## src/design/mpt_pkg.sv

```systemverilog
package mpt_pkg;

  // Default raw pointer field and display size
  localparam int DEF_RAW_WIDTH      = 640;
  localparam int DEF_RAW_HEIGHT     = 400;
  localparam int DEF_DISPLAY_WIDTH  = 640;
  localparam int DEF_DISPLAY_HEIGHT = 400;

  // Field widths
  localparam int MASK_W   = 7;
  localparam int BTN_W    = 3;
  localparam int MICKEY_W = 16;
  localparam int COORD_W  = 12;
  localparam int FLAGS_W  = 9;
  localparam int MARKS_W  = 6;

  // APB port
  localparam int APB_AW = 4;
  localparam int APB_DW = 32;

  typedef enum logic {
    OP_EVENT = 1'b0,
    OP_QUERY = 1'b1
  } opcode_t;

  typedef enum logic [1:0] {
    REG_HAS_FOCUS       = 2'd0,
    REG_DISPLAY_PRESENT = 2'd1,
    REG_DISPLAY_WIDTH   = 2'd2,
    REG_DISPLAY_HEIGHT  = 2'd3
  } reg_idx_t;

  // Event mask bits
  localparam int EV_MOVE      = 0;
  localparam int EV_L_PRESS   = 1;
  localparam int EV_L_RELEASE = 2;

  // Pending mark bits (event mask bit k+1 lands in mark bit k)
  localparam int MK_L_DOWN = 0;
  localparam int MK_L_UP   = 1;
  localparam int MK_R_DOWN = 2;
  localparam int MK_R_UP   = 3;
  localparam int MK_M_DOWN = 4;
  localparam int MK_M_UP   = 5;

  typedef struct packed {
    logic has_focus;
    logic display_present;
  } cfg_flags_t;

endpackage

```

## src/design/mpt_in_if.sv

```systemverilog
interface mpt_in_if import mpt_pkg::*; ();
  logic                valid;
  logic                ready;
  logic                opcode;
  logic [MASK_W-1:0]   event_mask;
  logic [BTN_W-1:0]    button_bits;
  logic [MICKEY_W-1:0] mickey_x;
  logic [MICKEY_W-1:0] mickey_y;

  modport source (
    output valid, opcode, event_mask, button_bits, mickey_x, mickey_y,
    input  ready
  );

  modport sink (
    input  valid, opcode, event_mask, button_bits, mickey_x, mickey_y,
    output ready
  );
endinterface

```

## src/design/mpt_out_if.sv

```systemverilog
interface mpt_out_if import mpt_pkg::*; ();
  logic               valid;
  logic               ready;
  logic [FLAGS_W-1:0] click_flags;
  logic [COORD_W-1:0] pointer_x;
  logic [COORD_W-1:0] pointer_y;
  logic [COORD_W-1:0] press_x;
  logic [COORD_W-1:0] press_y;
  logic [COORD_W-1:0] release_x;
  logic [COORD_W-1:0] release_y;

  modport source (
    output valid, click_flags, pointer_x, pointer_y, press_x, press_y,
           release_x, release_y,
    input  ready
  );

  modport sink (
    input  valid, click_flags, pointer_x, pointer_y, press_x, press_y,
           release_x, release_y,
    output ready
  );
endinterface

```

## src/design/mpt_cfg.sv

```systemverilog
module mpt_cfg import mpt_pkg::*; #(
  parameter int RAW_WIDTH  = DEF_RAW_WIDTH,
  parameter int RAW_HEIGHT = DEF_RAW_HEIGHT,
  localparam int RWX  = $clog2(RAW_WIDTH),
  localparam int RWY  = $clog2(RAW_HEIGHT),
  localparam int S_X  = 2*RWX + 12,
  localparam int S_Y  = 2*RWY + 12,
  localparam int KWX  = S_X - RWX + 2 + COORD_W,
  localparam int KWY  = S_Y - RWY + 2 + COORD_W
) (
  input  logic              clk,
  input  logic              rst,
  input  logic              psel,
  input  logic              penable,
  input  logic              pwrite,
  input  logic [APB_AW-1:0] paddr,
  input  logic [APB_DW-1:0] pwdata,
  output logic [APB_DW-1:0] prdata,
  output logic              pready,
  output cfg_flags_t        flags,
  output logic [KWX-1:0]    kx,
  output logic [KWY-1:0]    ky
);

  // ceil(2^S / RAW) reciprocals; kx/ky fold the display size in
  localparam logic [63:0] M_X =
    ((64'd1 << S_X) + 64'(RAW_WIDTH) - 64'd1) / 64'(RAW_WIDTH);
  localparam logic [63:0] M_Y =
    ((64'd1 << S_Y) + 64'(RAW_HEIGHT) - 64'd1) / 64'(RAW_HEIGHT);
  localparam logic [63:0] KX_RST = 64'(DEF_DISPLAY_WIDTH) * M_X;
  localparam logic [63:0] KY_RST = 64'(DEF_DISPLAY_HEIGHT) * M_Y;

  logic               has_focus;
  logic               display_present;
  logic [COORD_W-1:0] display_width;
  logic [COORD_W-1:0] display_height;
  logic               wr_en;
  reg_idx_t           idx;

  assign pready = 1'b1;
  assign wr_en  = psel && penable && pwrite && pready;
  assign idx    = reg_idx_t'(paddr[3:2]);

  always_ff @(posedge clk) begin
    if (rst) begin
      has_focus       <= 1'b0;
      display_present <= 1'b0;
      display_width   <= COORD_W'(DEF_DISPLAY_WIDTH);
      display_height  <= COORD_W'(DEF_DISPLAY_HEIGHT);
      kx              <= KX_RST[KWX-1:0];
      ky              <= KY_RST[KWY-1:0];
    end else if (wr_en) begin
      case (idx)
        REG_HAS_FOCUS:       has_focus <= pwdata[0];
        REG_DISPLAY_PRESENT: display_present <= pwdata[0];
        REG_DISPLAY_WIDTH: begin
          display_width <= pwdata[COORD_W-1:0];
          kx <= KWX'(64'(pwdata[COORD_W-1:0]) * M_X);
        end
        REG_DISPLAY_HEIGHT: begin
          display_height <= pwdata[COORD_W-1:0];
          ky <= KWY'(64'(pwdata[COORD_W-1:0]) * M_Y);
        end
        default: ;
      endcase
    end
  end

  always_comb begin
    case (idx)
      REG_HAS_FOCUS:       prdata = APB_DW'(has_focus);
      REG_DISPLAY_PRESENT: prdata = APB_DW'(display_present);
      REG_DISPLAY_WIDTH:   prdata = APB_DW'(display_width);
      REG_DISPLAY_HEIGHT:  prdata = APB_DW'(display_height);
      default:             prdata = '0;
    endcase
  end

  assign flags.has_focus       = has_focus;
  assign flags.display_present = display_present;

endmodule

```

## src/design/mpt_core.sv

```systemverilog
module mpt_core import mpt_pkg::*; #(
  parameter int RAW_WIDTH  = DEF_RAW_WIDTH,
  parameter int RAW_HEIGHT = DEF_RAW_HEIGHT,
  localparam int RWX  = $clog2(RAW_WIDTH),
  localparam int RWY  = $clog2(RAW_HEIGHT),
  localparam int S_X  = 2*RWX + 12,
  localparam int S_Y  = 2*RWY + 12,
  localparam int KWX  = S_X - RWX + 2 + COORD_W,
  localparam int KWY  = S_Y - RWY + 2 + COORD_W
) (
  input  logic           clk,
  input  logic           rst,
  input  cfg_flags_t     flags,
  input  logic [KWX-1:0] kx,
  input  logic [KWY-1:0] ky,
  mpt_in_if.sink         in_ch,
  mpt_out_if.source      out_ch
);

  localparam int SUM_W = MICKEY_W + 2;
  localparam logic signed [SUM_W-1:0] TOP_X = SUM_W'(RAW_WIDTH - 1);
  localparam logic signed [SUM_W-1:0] TOP_Y = SUM_W'(RAW_HEIGHT - 1);

  // input stage
  logic                s1_valid;
  opcode_t             s1_op;
  logic [MASK_W-1:0]   s1_mask;
  logic [BTN_W-1:0]    s1_buttons;
  logic [MICKEY_W-1:0] s1_mx;
  logic [MICKEY_W-1:0] s1_my;
  logic                advance;

  // tracker state
  logic [MICKEY_W-1:0] last_mx;
  logic [MICKEY_W-1:0] last_my;
  logic [RWX-1:0]      raw_x;
  logic [RWY-1:0]      raw_y;
  logic [COORD_W-1:0]  screen_x;
  logic [COORD_W-1:0]  screen_y;
  logic [BTN_W-1:0]    held_buttons;
  logic [MARKS_W-1:0]  pending;
  logic [COORD_W-1:0]  lp_x, lp_y, lr_x, lr_y;

  // update logic
  logic signed [MICKEY_W-1:0] dx, dy;
  logic signed [SUM_W-1:0]    sum_x, sum_y;
  logic [RWX-1:0]             raw_x_next;
  logic [RWY-1:0]             raw_y_next;
  logic [RWX+KWX-1:0]         prod_x;
  logic [RWY+KWY-1:0]         prod_y;
  logic [COORD_W-1:0]         screen_x_next, screen_y_next;
  logic                       take_ev, take_move, is_query;
  logic [FLAGS_W-1:0]         flags_q;

  assign advance     = s1_valid && (!out_ch.valid || out_ch.ready);
  assign in_ch.ready = !s1_valid || advance;

  always_ff @(posedge clk) begin
    if (rst) begin
      s1_valid <= 1'b0;
    end else if (in_ch.ready) begin
      s1_valid <= in_ch.valid;
    end
  end

  always_ff @(posedge clk) begin
    if (in_ch.ready && in_ch.valid) begin
      s1_op      <= opcode_t'(in_ch.opcode);
      s1_mask    <= in_ch.event_mask;
      s1_buttons <= in_ch.button_bits;
      s1_mx      <= in_ch.mickey_x;
      s1_my      <= in_ch.mickey_y;
    end
  end

  assign is_query  = (s1_op == OP_QUERY);
  assign take_ev   = !is_query && flags.has_focus;
  assign take_move = take_ev && s1_mask[EV_MOVE];

  // 16-bit wrapped deltas, then clamp into the raw field
  always_comb begin
    dx    = $signed(s1_mx - last_mx);
    dy    = $signed(s1_my - last_my);
    sum_x = $signed(SUM_W'(raw_x)) + SUM_W'(dx);
    sum_y = $signed(SUM_W'(raw_y)) + SUM_W'(dy);
    if (sum_x < 0)          raw_x_next = '0;
    else if (sum_x > TOP_X) raw_x_next = RWX'(RAW_WIDTH - 1);
    else                    raw_x_next = sum_x[RWX-1:0];
    if (sum_y < 0)          raw_y_next = '0;
    else if (sum_y > TOP_Y) raw_y_next = RWY'(RAW_HEIGHT - 1);
    else                    raw_y_next = sum_y[RWY-1:0];
  end

  // raw*size/RAW as one multiply by a precomputed reciprocal factor
  assign prod_x = (RWX+KWX)'(raw_x_next) * (RWX+KWX)'(kx);
  assign prod_y = (RWY+KWY)'(raw_y_next) * (RWY+KWY)'(ky);

  always_comb begin
    screen_x_next = screen_x;
    screen_y_next = screen_y;
    if (take_move) begin
      screen_x_next = flags.display_present ? prod_x[S_X+COORD_W-1:S_X] : '0;
      screen_y_next = flags.display_present ? prod_y[S_Y+COORD_W-1:S_Y] : '0;
    end
  end

  always_ff @(posedge clk) begin
    if (rst) begin
      last_mx      <= '0;
      last_my      <= '0;
      raw_x        <= '0;
      raw_y        <= '0;
      screen_x     <= '0;
      screen_y     <= '0;
      held_buttons <= '0;
      pending      <= '0;
      lp_x         <= '0;
      lp_y         <= '0;
      lr_x         <= '0;
      lr_y         <= '0;
    end else if (advance) begin
      if (is_query) begin
        pending <= '0;
      end else if (take_ev) begin
        held_buttons <= s1_buttons;
        pending      <= pending | s1_mask[MASK_W-1:1];
        screen_x     <= screen_x_next;
        screen_y     <= screen_y_next;
        if (take_move) begin
          last_mx <= s1_mx;
          last_my <= s1_my;
          raw_x   <= raw_x_next;
          raw_y   <= raw_y_next;
        end
        if (s1_mask[EV_L_PRESS]) begin
          lp_x <= screen_x_next;
          lp_y <= screen_y_next;
        end
        if (s1_mask[EV_L_RELEASE]) begin
          lr_x <= screen_x_next;
          lr_y <= screen_y_next;
        end
      end
    end
  end

  assign flags_q = {pending[MK_M_UP], pending[MK_R_UP], pending[MK_L_UP],
                    pending[MK_M_DOWN], pending[MK_R_DOWN], pending[MK_L_DOWN],
                    held_buttons};

  // result register
  always_ff @(posedge clk) begin
    if (rst) begin
      out_ch.valid <= 1'b0;
    end else if (advance) begin
      out_ch.valid <= 1'b1;
    end else if (out_ch.ready) begin
      out_ch.valid <= 1'b0;
    end
  end

  always_ff @(posedge clk) begin
    if (advance) begin
      out_ch.pointer_x <= screen_x_next;
      out_ch.pointer_y <= screen_y_next;
      if (is_query) begin
        out_ch.click_flags <= flags_q;
        out_ch.press_x     <= pending[MK_L_DOWN] ? lp_x : '0;
        out_ch.press_y     <= pending[MK_L_DOWN] ? lp_y : '0;
        out_ch.release_x   <= pending[MK_L_UP] ? lr_x : '0;
        out_ch.release_y   <= pending[MK_L_UP] ? lr_y : '0;
      end else begin
        out_ch.click_flags <= '0;
        out_ch.press_x     <= '0;
        out_ch.press_y     <= '0;
        out_ch.release_x   <= '0;
        out_ch.release_y   <= '0;
      end
    end
  end

`ifndef SYNTH
  a_query_clears: assert property (@(posedge clk) disable iff (rst)
    advance && is_query |=> pending == '0)
    else $error("pending marks not cleared by query");

  a_event_zero_flags: assert property (@(posedge clk) disable iff (rst)
    advance && !is_query |=> out_ch.click_flags == '0 && out_ch.press_x == '0
      && out_ch.release_x == '0)
    else $error("event word carries click data");

  a_raw_in_range: assert property (@(posedge clk) disable iff (rst)
    32'(raw_x) <= RAW_WIDTH - 1 && 32'(raw_y) <= RAW_HEIGHT - 1)
    else $error("raw position out of range");

  a_no_focus_hold: assert property (@(posedge clk) disable iff (rst)
    advance && !is_query && !flags.has_focus |=>
      $stable(raw_x) && $stable(raw_y) && $stable(pending) && $stable(screen_x))
    else $error("state changed without focus");
`endif

endmodule

```

## src/design/mouse_pointer_tracker_unit.sv

```systemverilog
// Mouse pointer tracker. Each input word is a mouse event (absolute mickey
// counts, buttons, event mask) or a click query, and yields exactly one
// result word, in order. An accepted word is held in the input register;
// from there the wrapped deltas are added and the raw position is
// clamped to RAW_WIDTH x RAW_HEIGHT and scaled to the display with a single
// multiply per axis by a reciprocal factor (display size times
// ceil(2^S/RAW)) that the APB block computes when a size register is
// written. A new word is taken every cycle while results are taken at the
// output; the result register lets the next word in while the previous
// result waits. Registers at byte addresses 0x0 has_focus, 0x4
// display_present, 0x8 display_width, 0xC display_height; write them only
// while the tracker is idle. Events are ignored without focus; queries
// report hold/down/up flags with the latched left press/release positions
// and clear the pending marks. No clearing pass after reset.
module mouse_pointer_tracker_unit import mpt_pkg::*; #(
  parameter int RAW_WIDTH  = DEF_RAW_WIDTH,
  parameter int RAW_HEIGHT = DEF_RAW_HEIGHT
) (
  input  logic              clk,
  input  logic              rst,
  input  logic              psel,
  input  logic              penable,
  input  logic              pwrite,
  input  logic [APB_AW-1:0] paddr,
  input  logic [APB_DW-1:0] pwdata,
  output logic [APB_DW-1:0] prdata,
  output logic              pready,
  mpt_in_if.sink            in_ch,
  mpt_out_if.source         out_ch
);

  localparam int RWX = $clog2(RAW_WIDTH);
  localparam int RWY = $clog2(RAW_HEIGHT);
  localparam int KWX = RWX + 14 + COORD_W;   // (2*RWX+12) - RWX + 2 + COORD_W
  localparam int KWY = RWY + 14 + COORD_W;

  cfg_flags_t     flags;
  logic [KWX-1:0] kx;
  logic [KWY-1:0] ky;

  // register file and scale factors
  mpt_cfg #(
    .RAW_WIDTH  (RAW_WIDTH),
    .RAW_HEIGHT (RAW_HEIGHT)
  ) u_cfg (
    .clk     (clk),
    .rst     (rst),
    .psel    (psel),
    .penable (penable),
    .pwrite  (pwrite),
    .paddr   (paddr),
    .pwdata  (pwdata),
    .prdata  (prdata),
    .pready  (pready),
    .flags   (flags),
    .kx      (kx),
    .ky      (ky)
  );

  // tracking state and word pipeline
  mpt_core #(
    .RAW_WIDTH  (RAW_WIDTH),
    .RAW_HEIGHT (RAW_HEIGHT)
  ) u_core (
    .clk    (clk),
    .rst    (rst),
    .flags  (flags),
    .kx     (kx),
    .ky     (ky),
    .in_ch  (in_ch),
    .out_ch (out_ch)
  );

endmodule
```

## src/flat_wrapper.sv

```systemverilog
// flat-port wrapper written by rule: the top's interface ports become plain ports
module mouse_pointer_tracker_unit_flat import mpt_pkg::*;
#(
  parameter int RAW_WIDTH  = DEF_RAW_WIDTH,
  parameter int RAW_HEIGHT = DEF_RAW_HEIGHT
)
  (clk, rst, psel, penable, pwrite, paddr, pwdata, prdata, pready, in_ch_valid, in_ch_opcode, in_ch_event_mask, in_ch_button_bits, in_ch_mickey_x, in_ch_mickey_y, in_ch_ready, out_ch_valid, out_ch_click_flags, out_ch_pointer_x, out_ch_pointer_y, out_ch_press_x, out_ch_press_y, out_ch_release_x, out_ch_release_y, out_ch_ready);
  mpt_in_if in_ch_i ();
  mpt_out_if out_ch_i ();
  input  logic clk;
  input  logic rst;
  input  logic psel;
  input  logic penable;
  input  logic pwrite;
  input  logic [APB_AW-1:0] paddr;
  input  logic [APB_DW-1:0] pwdata;
  output logic [APB_DW-1:0] prdata;
  output logic pready;
  input wire logic [$bits(in_ch_i.valid)-1:0] in_ch_valid;
  input wire logic [$bits(in_ch_i.opcode)-1:0] in_ch_opcode;
  input wire logic [$bits(in_ch_i.event_mask)-1:0] in_ch_event_mask;
  input wire logic [$bits(in_ch_i.button_bits)-1:0] in_ch_button_bits;
  input wire logic [$bits(in_ch_i.mickey_x)-1:0] in_ch_mickey_x;
  input wire logic [$bits(in_ch_i.mickey_y)-1:0] in_ch_mickey_y;
  output wire logic [$bits(in_ch_i.ready)-1:0] in_ch_ready;
  output wire logic [$bits(out_ch_i.valid)-1:0] out_ch_valid;
  output wire logic [$bits(out_ch_i.click_flags)-1:0] out_ch_click_flags;
  output wire logic [$bits(out_ch_i.pointer_x)-1:0] out_ch_pointer_x;
  output wire logic [$bits(out_ch_i.pointer_y)-1:0] out_ch_pointer_y;
  output wire logic [$bits(out_ch_i.press_x)-1:0] out_ch_press_x;
  output wire logic [$bits(out_ch_i.press_y)-1:0] out_ch_press_y;
  output wire logic [$bits(out_ch_i.release_x)-1:0] out_ch_release_x;
  output wire logic [$bits(out_ch_i.release_y)-1:0] out_ch_release_y;
  input wire logic [$bits(out_ch_i.ready)-1:0] out_ch_ready;
  assign in_ch_i.valid = in_ch_valid;
  assign in_ch_i.opcode = in_ch_opcode;
  assign in_ch_i.event_mask = in_ch_event_mask;
  assign in_ch_i.button_bits = in_ch_button_bits;
  assign in_ch_i.mickey_x = in_ch_mickey_x;
  assign in_ch_i.mickey_y = in_ch_mickey_y;
  assign in_ch_ready = in_ch_i.ready;
  assign out_ch_valid = out_ch_i.valid;
  assign out_ch_click_flags = out_ch_i.click_flags;
  assign out_ch_pointer_x = out_ch_i.pointer_x;
  assign out_ch_pointer_y = out_ch_i.pointer_y;
  assign out_ch_press_x = out_ch_i.press_x;
  assign out_ch_press_y = out_ch_i.press_y;
  assign out_ch_release_x = out_ch_i.release_x;
  assign out_ch_release_y = out_ch_i.release_y;
  assign out_ch_i.ready = out_ch_ready;
  mouse_pointer_tracker_unit #(.RAW_WIDTH(RAW_WIDTH), .RAW_HEIGHT(RAW_HEIGHT)) u_core (.clk(clk), .rst(rst), .psel(psel), .penable(penable), .pwrite(pwrite), .paddr(paddr), .pwdata(pwdata), .prdata(prdata), .pready(pready), .in_ch(in_ch_i), .out_ch(out_ch_i));
endmodule
```

## config.mk

```make
export PLATFORM = sky130hd
export DESIGN_NAME = mouse_pointer_tracker_unit_flat
export DESIGN_NICKNAME = d
export VERILOG_FILES = /design/src/design/mpt_pkg.sv /design/src/design/mpt_in_if.sv /design/src/design/mpt_out_if.sv /design/src/design/mpt_cfg.sv /design/src/design/mpt_core.sv /design/src/design/mouse_pointer_tracker_unit.sv /design/src/flat_wrapper.sv
export SDC_FILE = /design/constraint.sdc
export NUM_CORES = 2
export LEC_CHECK = 0
export CORE_MARGIN = 10
export CORE_UTILIZATION = 63
export DETAILED_ROUTE_END_ITERATION = 8
export DONT_BUFFER_PORTS = 1
export PLACE_DENSITY_LB_ADDON = 0.2
export SKIP_CTS_REPAIR_TIMING = 1
export SYNTH_ARGS = -nofsm -noshare
export SYNTH_HDL_FRONTEND = slang
export SYNTH_SLANG_ARGS = --single-unit
```

## constraint.sdc

```tcl
create_clock -name clk -period 13.9 [get_ports clk]
set_input_delay 0.695 -clock clk [delete_from_list [all_inputs] [get_ports clk]]
set_output_delay 0.695 -clock clk [all_outputs]
set_load 0.05 [all_outputs]
```

; Word level (Yosys, flattened, before mapping)
; Cells that the tools add are included.
[totals]
ff_bits = 353
inputBits = 86
output_inout_bits = 116
word_cells = 87
[op_classes]
n_addsub = 4
multipliers = 4
magnitude_cmp = 4
n_eq_ne = 3
muxes = 13
bitwise_logic = 2
reduce_logical = 25
[ops]
columns = cell, count
row1 = 32-bit one-hot mux with 4 select lines, 1
row2 = 12-bit 2-to-1 mux, 4
row3 = 10-bit by 35-bit multiplier with 44-bit output, 1
row4 = 9-bit by 34-bit multiplier with 42-bit output, 1
row5 = 12-bit by 23-bit multiplier with 35-bit output (second input constant), 1
row6 = 17-bit by 1-bit less-than comparator with 1-bit output (second input constant), 2
row7 = 12-bit by 22-bit multiplier with 34-bit output (second input constant), 1
row8 = 16-bit subtractor, 2
row9 = 10-bit 2-to-1 mux, 2
row10 = 9-bit 2-to-1 mux, 2
row11 = 10-bit by 16-bit adder with 17-bit output, 1
row12 = 11-bit by 16-bit adder with 17-bit output, 1
row13 = 17-bit by 10-bit greater-than comparator with 1-bit output (second input constant), 1
row14 = 17-bit by 11-bit greater-than comparator with 1-bit output (second input constant), 1
row15 = 2-bit AND reduction, 7
row16 = 6-bit 2-to-1 mux, 2
row17 = 4-bit AND reduction, 3
row18 = 1-bit logical AND, 6
row19 = 6-bit bitwise OR, 1
row20 = 2-bit == test (second input constant), 2
row21 = 2-bit nonzero test, 2
row22 = 1-bit logical NOT, 3
row23 = 3-bit AND reduction, 1
row24 = 2-bit by 1-bit == test with 1-bit output (second input constant), 1
row25 = 4 further kinds, 6

; Longest topological paths before layout
[logic_depth]
ltp_word = 8
depth_mapped = 46
mapped_depth_nobuf = 45

; By module
; From an unflattened synthesis, not the netlist that was laid out.
[hier_totals]
hier_cells = 4821
hier_area_um2 = 42987.5
[by_module_without_submodules]
columns = mod, n_inst, cells_per_inst, area_each_um2
row1 = mpt_core, 1, 3558, 31871.8
row2 = mpt_cfg, 1, 1263, 11115.7

; Worst setup path after synthesis
; Ideal clock, no wire load.
[synth_timing]
path_kind = reg2reg
from = register u_core.u_core.s1_mx[1]
to = register u_core.u_core.out_ch.pointer_x[5], data pin
setup_ps = 261
arrival_time_ps = 10494
slack_ps = 3145
stages_incl_launch_ff = 44
cell_sequence = edfxtp_1 ha_1 nor2b_1 o31a_1 o21a_1 nor2_1 xnor2_1 ha_1 a21o_1 or3_1 o22ai_1 and2_1 nor4_1 or3_1 a311o_1 o22ai_1 or2_1 inv_2 (+8 left out) inv_1 fa_1 inv_1 ha_1 a21o_1 a21o_1 a211o_1 a21o_1 a21oi_1 nor2b_1 o211ai_1 a21oi_1 a2111oi_0 a21boi_1 o21a_1 or3_1 a32oi_1 inv_1
[synth_via]
elab_chain_len = 8
word_cells_on_any_way = 9
cone_classes = add/sub (2) / mul (1) / order compare (2) / mux (4)
[synth_rtl]
columns = element, line
row1 = start: declaration, mpt_core.sv:29  ; logic [MICKEY_W-1:0] s1_mx;
row2 = start signal: assignment, mpt_core.sv:71  ; s1_mx <= in_ch.mickey_x;
row3 = 16-bit subtractor (*), mpt_core.sv:82  ; dx = $signed(s1_mx - last_mx);
row4 = 11-bit by 16-bit adder with 17-bit output (*), mpt_core.sv:84  ; sum_x = $signed(SUM_W'(raw_x)) + SUM_W'(dx);
row5 = 17-bit by 11-bit greater-than comparator with 1-bit output, mpt_core.sv:87  ; else if (sum_x > TOP_X) raw_x_next = RWX'(RAW_WIDTH - 1);
row6 = 10-bit 2-to-1 mux, mpt_core.sv:87
row7 = 10-bit 2-to-1 mux (*), mpt_core.sv:86  ; if (sum_x < 0) raw_x_next = '0;
row8 = 10-bit by 35-bit multiplier with 44-bit output (*), mpt_core.sv:95  ; assign prod_x = (RWX+KWX)'(raw_x_next) * (RWX+KWX)'(kx);
row9 = 12-bit 2-to-1 mux (*), mpt_core.sv:102  ; screen_x_next = flags.display_present ? prod_x[S_X+COORD_W-1:S_X] : '0;
row10 = 12-bit 2-to-1 mux (*), mpt_core.sv:101  ; if (take_move) begin
row11 = via u_core.u_core.screen_x_next[5], mpt_core.sv:51  ; logic [COORD_W-1:0] screen_x_next, screen_y_next;
row12 = end signal: assignment, mpt_core.sv:164  ; out_ch.pointer_x <= screen_x_next;
row13 = end: declaration, mpt_out_if.sv:13  ; output valid, click_flags, pointer_x, pointer_y, press_x, press_y,
; Mark *: on every way through the listed nets, which the timed path passes. The rest lies on a longest branch.
; A chain may end at the register's enable or synchronous reset.

; Worst setup path after layout
[layout_timing]
from = register u_core.u_core.s1_mx[1]
to = register u_core.u_core.out_ch.pointer_x[11], data pin
; Same word-level chain as after synthesis.

==> impl_metrics.tcl <==
set metrics [dict create \
    status "completed" \
    arrival_ps 12190 \
    hpwl_mm 75.85 \
    criticalPathCategory "flop to flop" \
    finalInstanceArea_um2 43210 \
    yosysTopAreaCell "fa_1" \
    fin_crit_sh_pct 85.45 \
    worstMarginPinSlew_ps 1192 \
    layout_min_cycle_time_ps 11880 \
    fp-row-count 93 \
    async_flop_share_pct 0 \
    tritoncts "built" \
    min_path_type "input port to flop" \
    crit_path_top_delay_cell "a21oi_2" \
    syn-instance-count 4599 \
    cts_made_buffers 40 \
    powerDensity_nw_per_um2 114.0 \
    clock-sinks 351 \
    yosys.area.top_type_share_pct 29.55 \
    ctsLongestPathBuffers 3 \
    fmax_mhz 84.19 \
    die_area_um2 76240 \
    clk_pin_slew_worst_paths_ps 60 \
    vias 30810 \
    hold_ws_ps 204.7 \
    gr-usage-all-layers_pct 26.82 \
    grt_max_degree 208 \
    ys.flop_type "dfxtp_1" \
    finish.net_count 5492 \
    seq_area_frac_synth_pct 20.01 \
    die_y_um 276.1 \
    cpMostUsedCell "fa_1" \
    first_pass_iters 7 \
    htreeDepth 2 \
    place_area_um2 41810 \
    syn2layout_area_growth_pct 4.557 \
    p_leak_nw 20.70 \
    ant_nets 0 \
    maxCapViolCount 0 \
    via_per_inst 5.775 \
    overflow 0 \
    reg2reg_to "u_core.u_core.out_ch.pointer_x[11]" \
    wire_per_inst_um 18.99 \
    die_w_um 276.1 \
    synth.area.top_cells "fa_1 (30%), dfxtp_1 (11%), ha_1 (11%), edfxtp_1 (9.0%), inv_1 (6.7%)" \
    gp_congestion 0.9040 \
    crit_path_start_kind "flop" \
    place_inst 5259 \
    total_power_mw 4.927 \
    end_kind "flop" \
    drt_iter0_markers 2000 \
    rr_startpoint "u_core.u_core.s1_mx[1]" \
    peakVddDrop_mv 0.1496 \
    max_stage_delay_ps 800 \
    hold_viol 0 \
    clock_latency_ps 590 \
    tns_ps 0 \
    rr_worst_depth 39 \
    hold_depth 0 \
    cts_root_buf "clkbuf_16" \
    slew_violations 0 \
    required_ps 14210 \
    relSlewSlack_pct 20.57 \
    numPortBuffers 0 \
    antenna_found_initial 2 \
    synth_cell_types 92 \
    ios 202 \
    grt_pass1_vias 31980 \
    rrSetupSlack_ps 2020 \
    synth_edf_count 124 \
    rsz0062_at_grt "no" \
    grt_pass1_wl_mm 168.0 \
    detail_route.wirelength_mm 101.3 \
    skew_ps 35.53 \
    finalNonFillerCells 5335 \
    start_util_pct 63.87 \
    coreArea_um2 64700 \
    setup_viol 0 \
    ys_warn_count 0 \
    worstHoldStart "in_ch_mickey_y[7]" \
    synth-seq-cells 351 \
    synth_area_um2 41320 \
    critical_path.max_fanout 20 \
    drive_gt1_share_pct 3.484 \
    avgSynthCellArea_um2 8.986 \
    hold_path_end "u_core.u_core.s1_my[7]" \
    drc 0 \
]
==> how the worst max path moves through the flow <==
stage               slack [ps]  cells past startpoint                            endpoint                    from
finish                    2020                     39  u_core.u_core.out_ch.pointer_x[11]  u_core.u_core.s1_mx[1]
global route              1350                     42   u_core.u_core.out_ch.pointer_x[7]  u_core.u_core.s1_mx[0]
CTS                       2100                     39  u_core.u_core.out_ch.pointer_x[11]  u_core.u_core.s1_mx[1]
detailed placement        2080                     39  u_core.u_core.out_ch.pointer_x[11]  u_core.u_core.s1_mx[1]
global placement          2310                     43   u_core.u_core.out_ch.pointer_x[5]  u_core.u_core.s1_mx[1]
floorplan                 3140                     43   u_core.u_core.out_ch.pointer_x[5]  u_core.u_core.s1_mx[1]
==> layout by cell type, fill, tap and decap left out, types with 18 or more instances in the layout <==
cell type / count
nor2_1: 195
nand2b_1: 22
and3_1: 69
o21a_1: 33
conb_1: 21
a21oi_1: 237
xor2_1: 35
nor2b_1: 31
ha_1: 350
nor3_1: 40
a211oi_1: 61
o211ai_1: 26
or3_1: 22
inv_1: 739
a21o_1: 56
nand2_1: 679
clkbuf_16: 41
dfxtp_1: 227
buf_4: 32
edfxtp_1: 124
nor4_1: 19
o21ai_0: 65
nand3_1: 37
and2_1: 339
fa_1: 610
xnor2_1: 65
mux2i_1: 18
==> power by group <==
| group | switching [mW] | internal (mW) | total, mW |
|---|---|---|---|
| logic | 1.56 | 1.08 | 2.64 |
| clock network | 0.456 | 0.651 | 1.11 |
| registers | 0.0850 | 1.09 | 1.18 |
| total | 2.10 | 2.82 | 4.93 |
==> cell usage after synthesis, types with 61 or more instances <==
master / instances
and2_1: 341
o21ai_0: 65
fa_1: 610
edfxtp_1: 124
a21oi_1: 247
nor2_1: 202
ha_1: 350
xnor2_1: 65
dfxtp_1: 227
inv_1: 739
and3_1: 71
nand2_1: 680
clkbuf_1: 197
a211oi_1: 61
==> state kept, by name (all words and copies together), names as in the netlist, 16 cells and up <==
signal,count
u_core.u_core.s1_mx,16
u_core.u_core.s1_my,16
u_core.u_core.last_mx,16
u_core.u_core.last_my,16
u_core.u_cfg.kx,34
u_core.u_cfg.ky,33
==> cell families (layout without fill, tap and decap cells) <==
logic type,count (synthesis),count (layout),share of synthesized area [%]
adder cells (fa/ha/maj),960,960,40.15
buffers and inverters,988,848,9.168
other,2,23,0.01817
multiplexers,19,19,0.4905
AND/OR/NAND/NOR,1526,1526,17.72
flip-flops,351,351,20.01
XOR/XNOR,100,100,2.119
AO/OA/AOI/OAI,653,653,10.33
==> stage by stage <==
step / setup WS [ps] / util, %
2_1_floorplan: 3145 / -
3_3_place_gp: 2308 / 64.62
3_5_place_dp: 2083 / 64.62
4_1_cts: 2100 / 66.78
5_1_grt: 1354 / 66.78
6_report: 2022 / 66.78
==> area by class of cell <==
class	instances	area, µm²
Multi-Input combinational cell	3279	29440
Fill cell	5263	21490
Sequential cell	351	8268
Inverter	742	2785
Clock buffer	57	1166
Tap cell	855	1070
Timing Repair Buffer	32	240.2
Clock inverter	17	229.0
Antenna cell	2	5.005
==> worst max-delay path: cells and delay by family, from the launching register on <==
| family | cells | cell delay [ps] |
|---|---|---|
| AO/OA/AOI/OAI | 11 | 3540 |
| AND/OR/NAND/NOR | 13 | 3340 |
| flip-flops | 1 | 420 |
| adder cells (fa/ha/maj) | 8 | 3420 |
| XOR/XNOR | 1 | 160 |
| buffers and inverters | 6 | 730 |
==> per-layer routing <==
metal | routed length [µm] | track usage (%) | vias to the layer above
met5 | 0 | 0 | -
met4 | 2491 | 6.805 | 0
met3 | 6536 | 4.164 | 178
met2 | 50920 | 47.37 | 881
met1 | 41390 | 33.82 | 15440
li1 | - | - | 14310
Note: power is estimated with default switching activity, not from simulation.
